--- src/bffa_pkg.sv ---
// shared types and constants for the first-fit bitmap allocator
// no dependencies; used by every module of the block
`timescale 1ns / 1ps

package bffa_pkg;

  localparam int MAP_BYTES_DEF = 512;
  localparam int START_MAX = 4095;

  localparam logic [9:0] BYTES_RESET = 10'd512;
  localparam logic REG_BYTES_IN_USE = 1'b0;

  localparam logic [1:0] ACT_CLEAR  = 2'd0;
  localparam logic [1:0] ACT_TEST   = 2'd1;
  localparam logic [1:0] ACT_SEARCH = 2'd2;
  localparam logic [1:0] ACT_WRITE  = 2'd3;

  localparam logic [1:0] ST_DONE  = 2'd0;
  localparam logic [1:0] ST_NONE  = 2'd1;
  localparam logic [1:0] ST_RANGE = 2'd2;

  typedef struct packed {
    logic [1:0]  action;
    logic [11:0] bit_pos;
    logic        bit_value;
    logic [12:0] run_length;
  } req_t;

  typedef struct packed {
    logic [1:0]  status;
    logic [11:0] start_index;
    logic        tested_bit;
  } rsp_t;

  typedef struct packed {
    logic take;
    logic sweep;
    logic scan;
    logic rd_bit;
    logic wr_bit;
    logic cap_bit;
    logic emit;
  } cmd_t;

  typedef struct packed {
    logic       sweep_last;
    logic       scan_last;
    logic       hit;
    logic       skip;
    logic       range_err;
    logic       out_busy;
    logic [1:0] action;
  } sts_t;

endpackage

--- src/bffa_ctrl.sv ---
// controller state machine of the allocator
// depends on bffa_pkg; drives bffa_dp through cmd_t and reads sts_t
`timescale 1ns / 1ps

module bffa_ctrl
  import bffa_pkg::*;
(
  input  logic       clk,
  input  logic       rst,
  input  logic       req_valid,
  input  logic [1:0] req_action,
  output logic       req_ready,
  input  sts_t       sts,
  output cmd_t       cmd
);

  typedef enum logic [7:0] {
    S_INIT   = 8'b0000_0001,
    S_IDLE   = 8'b0000_0010,
    S_CLEAR  = 8'b0000_0100,
    S_SCAN   = 8'b0000_1000,
    S_DRAIN  = 8'b0001_0000,
    S_READ   = 8'b0010_0000,
    S_MODIFY = 8'b0100_0000,
    S_RESP   = 8'b1000_0000
  } state_t;

  state_t state, state_next;

  always_ff @(posedge clk) begin
    if (rst) begin
      state <= S_INIT;
    end else begin
      state <= state_next;
    end
  end

  always_comb begin
    state_next = state;
    cmd = '0;
    req_ready = 1'b0;
    case (state)
      S_INIT: begin
        cmd.sweep = 1'b1;
        if (sts.sweep_last) state_next = S_IDLE;
      end
      S_IDLE: begin
        req_ready = 1'b1;
        if (req_valid) begin
          cmd.take = 1'b1;
          case (req_action)
            ACT_CLEAR:  state_next = S_CLEAR;
            ACT_SEARCH: state_next = S_SCAN;
            default:    state_next = S_READ;
          endcase
        end
      end
      S_CLEAR: begin
        cmd.sweep = 1'b1;
        if (sts.sweep_last) state_next = S_RESP;
      end
      S_SCAN: begin
        if (sts.skip || sts.hit) begin
          state_next = S_RESP;
        end else begin
          cmd.scan = 1'b1;
          if (sts.scan_last) state_next = S_DRAIN;
        end
      end
      S_DRAIN: begin
        state_next = S_RESP;
      end
      S_READ: begin
        if (sts.range_err) begin
          state_next = S_RESP;
        end else begin
          cmd.rd_bit = 1'b1;
          state_next = S_MODIFY;
        end
      end
      S_MODIFY: begin
        cmd.cap_bit = 1'b1;
        cmd.wr_bit = (sts.action == ACT_WRITE);
        state_next = S_RESP;
      end
      S_RESP: begin
        if (!sts.out_busy) begin
          cmd.emit = 1'b1;
          state_next = S_IDLE;
        end
      end
      default: begin
        state_next = S_INIT;
      end
    endcase
  end

endmodule

--- config.mk ---
export PLATFORM = sky130hd
export DESIGN_NAME = bffa_ctrl
export DESIGN_NICKNAME = d
export VERILOG_FILES = /design/src/bffa_pkg.sv /design/src/bffa_ctrl.sv
export SDC_FILE = /design/constraint.sdc
export NUM_CORES = 1
export LEC_CHECK = 0
export BUFFER_PORTS_ARGS = -buffer_cell sky130_fd_sc_hd__buf_2
export CAP_MARGIN = 5
export CORE_AREA = 3 3 40 42
export CTS_CLUSTER_DIAMETER = 200
export DETAILED_ROUTE_END_ITERATION = 16
export DIE_AREA = 0 0 43 45
export PLACE_DENSITY = 0.69
export SYNTH_ARGS = -nofsm -noshare
export SYNTH_HDL_FRONTEND = slang
export SYNTH_SLANG_ARGS = --single-unit
--- constraint.sdc ---
create_clock -name clk -period 4.2 [get_ports clk]
set_input_delay 0.21 -clock clk [delete_from_list [all_inputs] [get_ports clk]]
set_output_delay 0.21 -clock clk [all_outputs]
set_load 0.1 [all_outputs]
==> run metrics <==
final wirelength 1.35 mm; worst r2r src state[3]$_SDFFE_PP0P_; DRT antenna net count 0; post-synthesis cell type count 34; H-tree level count 1; post-synthesis sequential area ratio 29.0%; starting density of the core 43.0%; final setup skew 0.00694 ns; root buffer cell clkbuf_4; worst hold path type primary input to flip-flop; Leak 0.307 nW; largest net degree at the start of global routing 8; Hold Buf Count CTS 0; RSZ-0062 raised after global routing no; Detailed Routing Iterations Pass 1 5; Slew HR 67.9%; outcome finished, final reports clean; Fmax 0.448 GHz; CTS buffer count 3; worst-path maximum fanout 7; Final Max Tran Viols 0; top flop regs state: 8 flops; kind of critical path flip-flop to output pin; setup violation total in the final timing report 0; Yosys Warn Count 0; number of flip-flops under the largest register name 8; number of global-route vias before repair 504; nets@finish 103; commonest cells after routing, fill and taps aside 20 x buf_2, 8 x dfxtp_1, 7 x nor2_1, 4 x nand2_1; CTS tree done; routability cong. 0.861; Syn Nets 80; Clock Tree Buf Depth 2; I/O Pins 21; DP Wirelength 1.05 mm; Reg2Reg Depth 5; area grow syn2layout 23.8%; commonest non-fill, non-tap cell in the layout buf_2; Power Total 202 µW; GR Overflow Total 0; Setup crit end kind output pin; reg2reg setup slack 2.43 ns; Die Y 45 µm; core area 1280 µm²; Post-route DRC 0; HP Start req_action[0]; Tcrit/Tclk final 53.2%; DRT iter0 DRCs 20; initial antenna violation count 0; GRT Overall Usage 16.3%; CTS resizes 0; Worst setup SP type flip-flop; Max rail drop VDD 192 µV; FP Rows 13; hold slack final 0.182 ns; total die area 1940 µm²; Clk pin slew, worst setup/hold paths 0.06 ns; worst slew pin tran 0.478 ns; antenna cells 0; worst path required time 3.99 ns; cell count after synthesis 67; Max Cap Viol 0; PD cells 295 nW/µm²; Fin. Hold Viols 0; via count 600; Final min period 2.23 ns; RR Endpoint state[7]$_SDFFE_PP0P_; ratio of cells with drive above 1 in the final layout 33.0%; Cell Area, Synth 553 µm²; worst hold endpoint state[5]$_SDFFE_PP0P_; Avg Cell Area, Syn 8.25 µm²; PortBufs 20; setup TNS 0 ns; Filler cells 126; worst hold stages 3; Top reg by flops state; number of setup buffers added after CTS 0; first-pass GRT wire length 2.30 mm; Routed WL per cell 13.1 µm; die width 43 µm; Yosys reg bits 8; Clock Sinks 8; via/cell ratio 5.83; arrival time worst endpoint 2.02 ns; clk_lat worst skew 0.26 ns
## synth_stat cells (all sizes together)
cell type / instances / area [µm²]
nand4bb: 2 / 22.5
and3b: 1 / 8.76
nand4: 1 / 6.26
o21ai: 1 / 5.00
nor4: 1 / 6.26
and2: 1 / 6.26
a21bo: 1 / 10.0
o22ai: 1 / 6.26
and3: 3 / 18.8
nor3: 3 / 20.0
nand2b: 3 / 18.8
dfxtp: 8 / 160
nand2: 4 / 15.0
nor3b: 2 / 15.0
buf: 2 / 10.0
nor2b: 3 / 18.8
a21o: 1 / 8.76
or2: 1 / 6.26
a21oi: 4 / 23.8
inv: 2 / 7.51
a2111oi: 1 / 8.76
mux2i: 1 / 10.0
xnor2: 2 / 17.5
and4: 1 / 11.3
nand3: 2 / 10.0
nand3b: 1 / 7.51
or3: 1 / 6.26
nand4b: 3 / 26.3
nor2: 7 / 26.3
a2111o: 1 / 11.3
nor4b: 2 / 23.8
## kinds of logic after synthesis
logic type / count (synthesis) / synth area share [%]
AND/OR/NAND/NOR: 42 / 49.6
AO/OA/AOI/OAI: 10 / 13.3
multiplexers: 1 / 1.81
buffers and inverters: 4 / 3.17
XOR/XNOR: 2 / 3.17
flip-flops: 8 / 29.0
## critical path, cell delays in order (launching register included)
cell and delay [ns]:
dfxtp_1 0.37, nor4_1 0.48, and3_1 0.35, and2_1 0.15, buf_2 0.41
## how the worst max path moves through the flow
stage                                from     end  slack [ns]
floorplan           state[2]$_SDFFE_PP0P_  cmd[2]        0.83
global placement    state[2]$_SDFFE_PP0P_  cmd[6]        2.27
detailed placement  state[2]$_SDFFE_PP0P_  cmd[6]        2.27
CTS                 state[2]$_SDFFE_PP0P_  cmd[6]        1.99
global route        state[2]$_SDFFE_PP0P_  cmd[3]        1.81
finish              state[3]$_SDFFE_PP0P_  cmd[6]        1.97
## cell type report
class | instances | area, µm² | share of cell area, %
multi-input cells | 55 | 375 | 54.8
flip-flops and latches | 8 | 160 | 23.4
repair buffers | 20 | 100 | 14.6
clock buffers | 3 | 22.5 | 3.29
well taps | 15 | 18.8 | 2.74
inverters | 2 | 7.51 | 1.10
## per-stage QoR
step | worst slack (ns) | util (%) | instances | cell area [µm²]
4_1_cts | 1.99 | 53.3 | 103 | 684
5_1_grt | 1.81 | 53.3 | 103 | 684
3_5_place_dp | 2.27 | 51.5 | 100 | 662
2_1_floorplan | 0.832 | - | 67 | 553
6_report | 1.97 | 53.3 | 103 | 684
3_3_place_gp | 2.27 | 51.5 | 100 | 662
## routing by layer
layer	vias to the layer above	part of all wire, %	GRT usage (%)
li1	293	-	-
met4	0	3.6	10.8
met2	35	45	24.6
met3	9	9.7	3.59
met1	263	41	20.9
met5	-	0	0
## power by group
part           internal, mW  switching, mW
logic                0.0194         0.0395
clock network        0.0328         0.0278
registers            0.0788        0.00394
(Power assumes the default switching activity.)
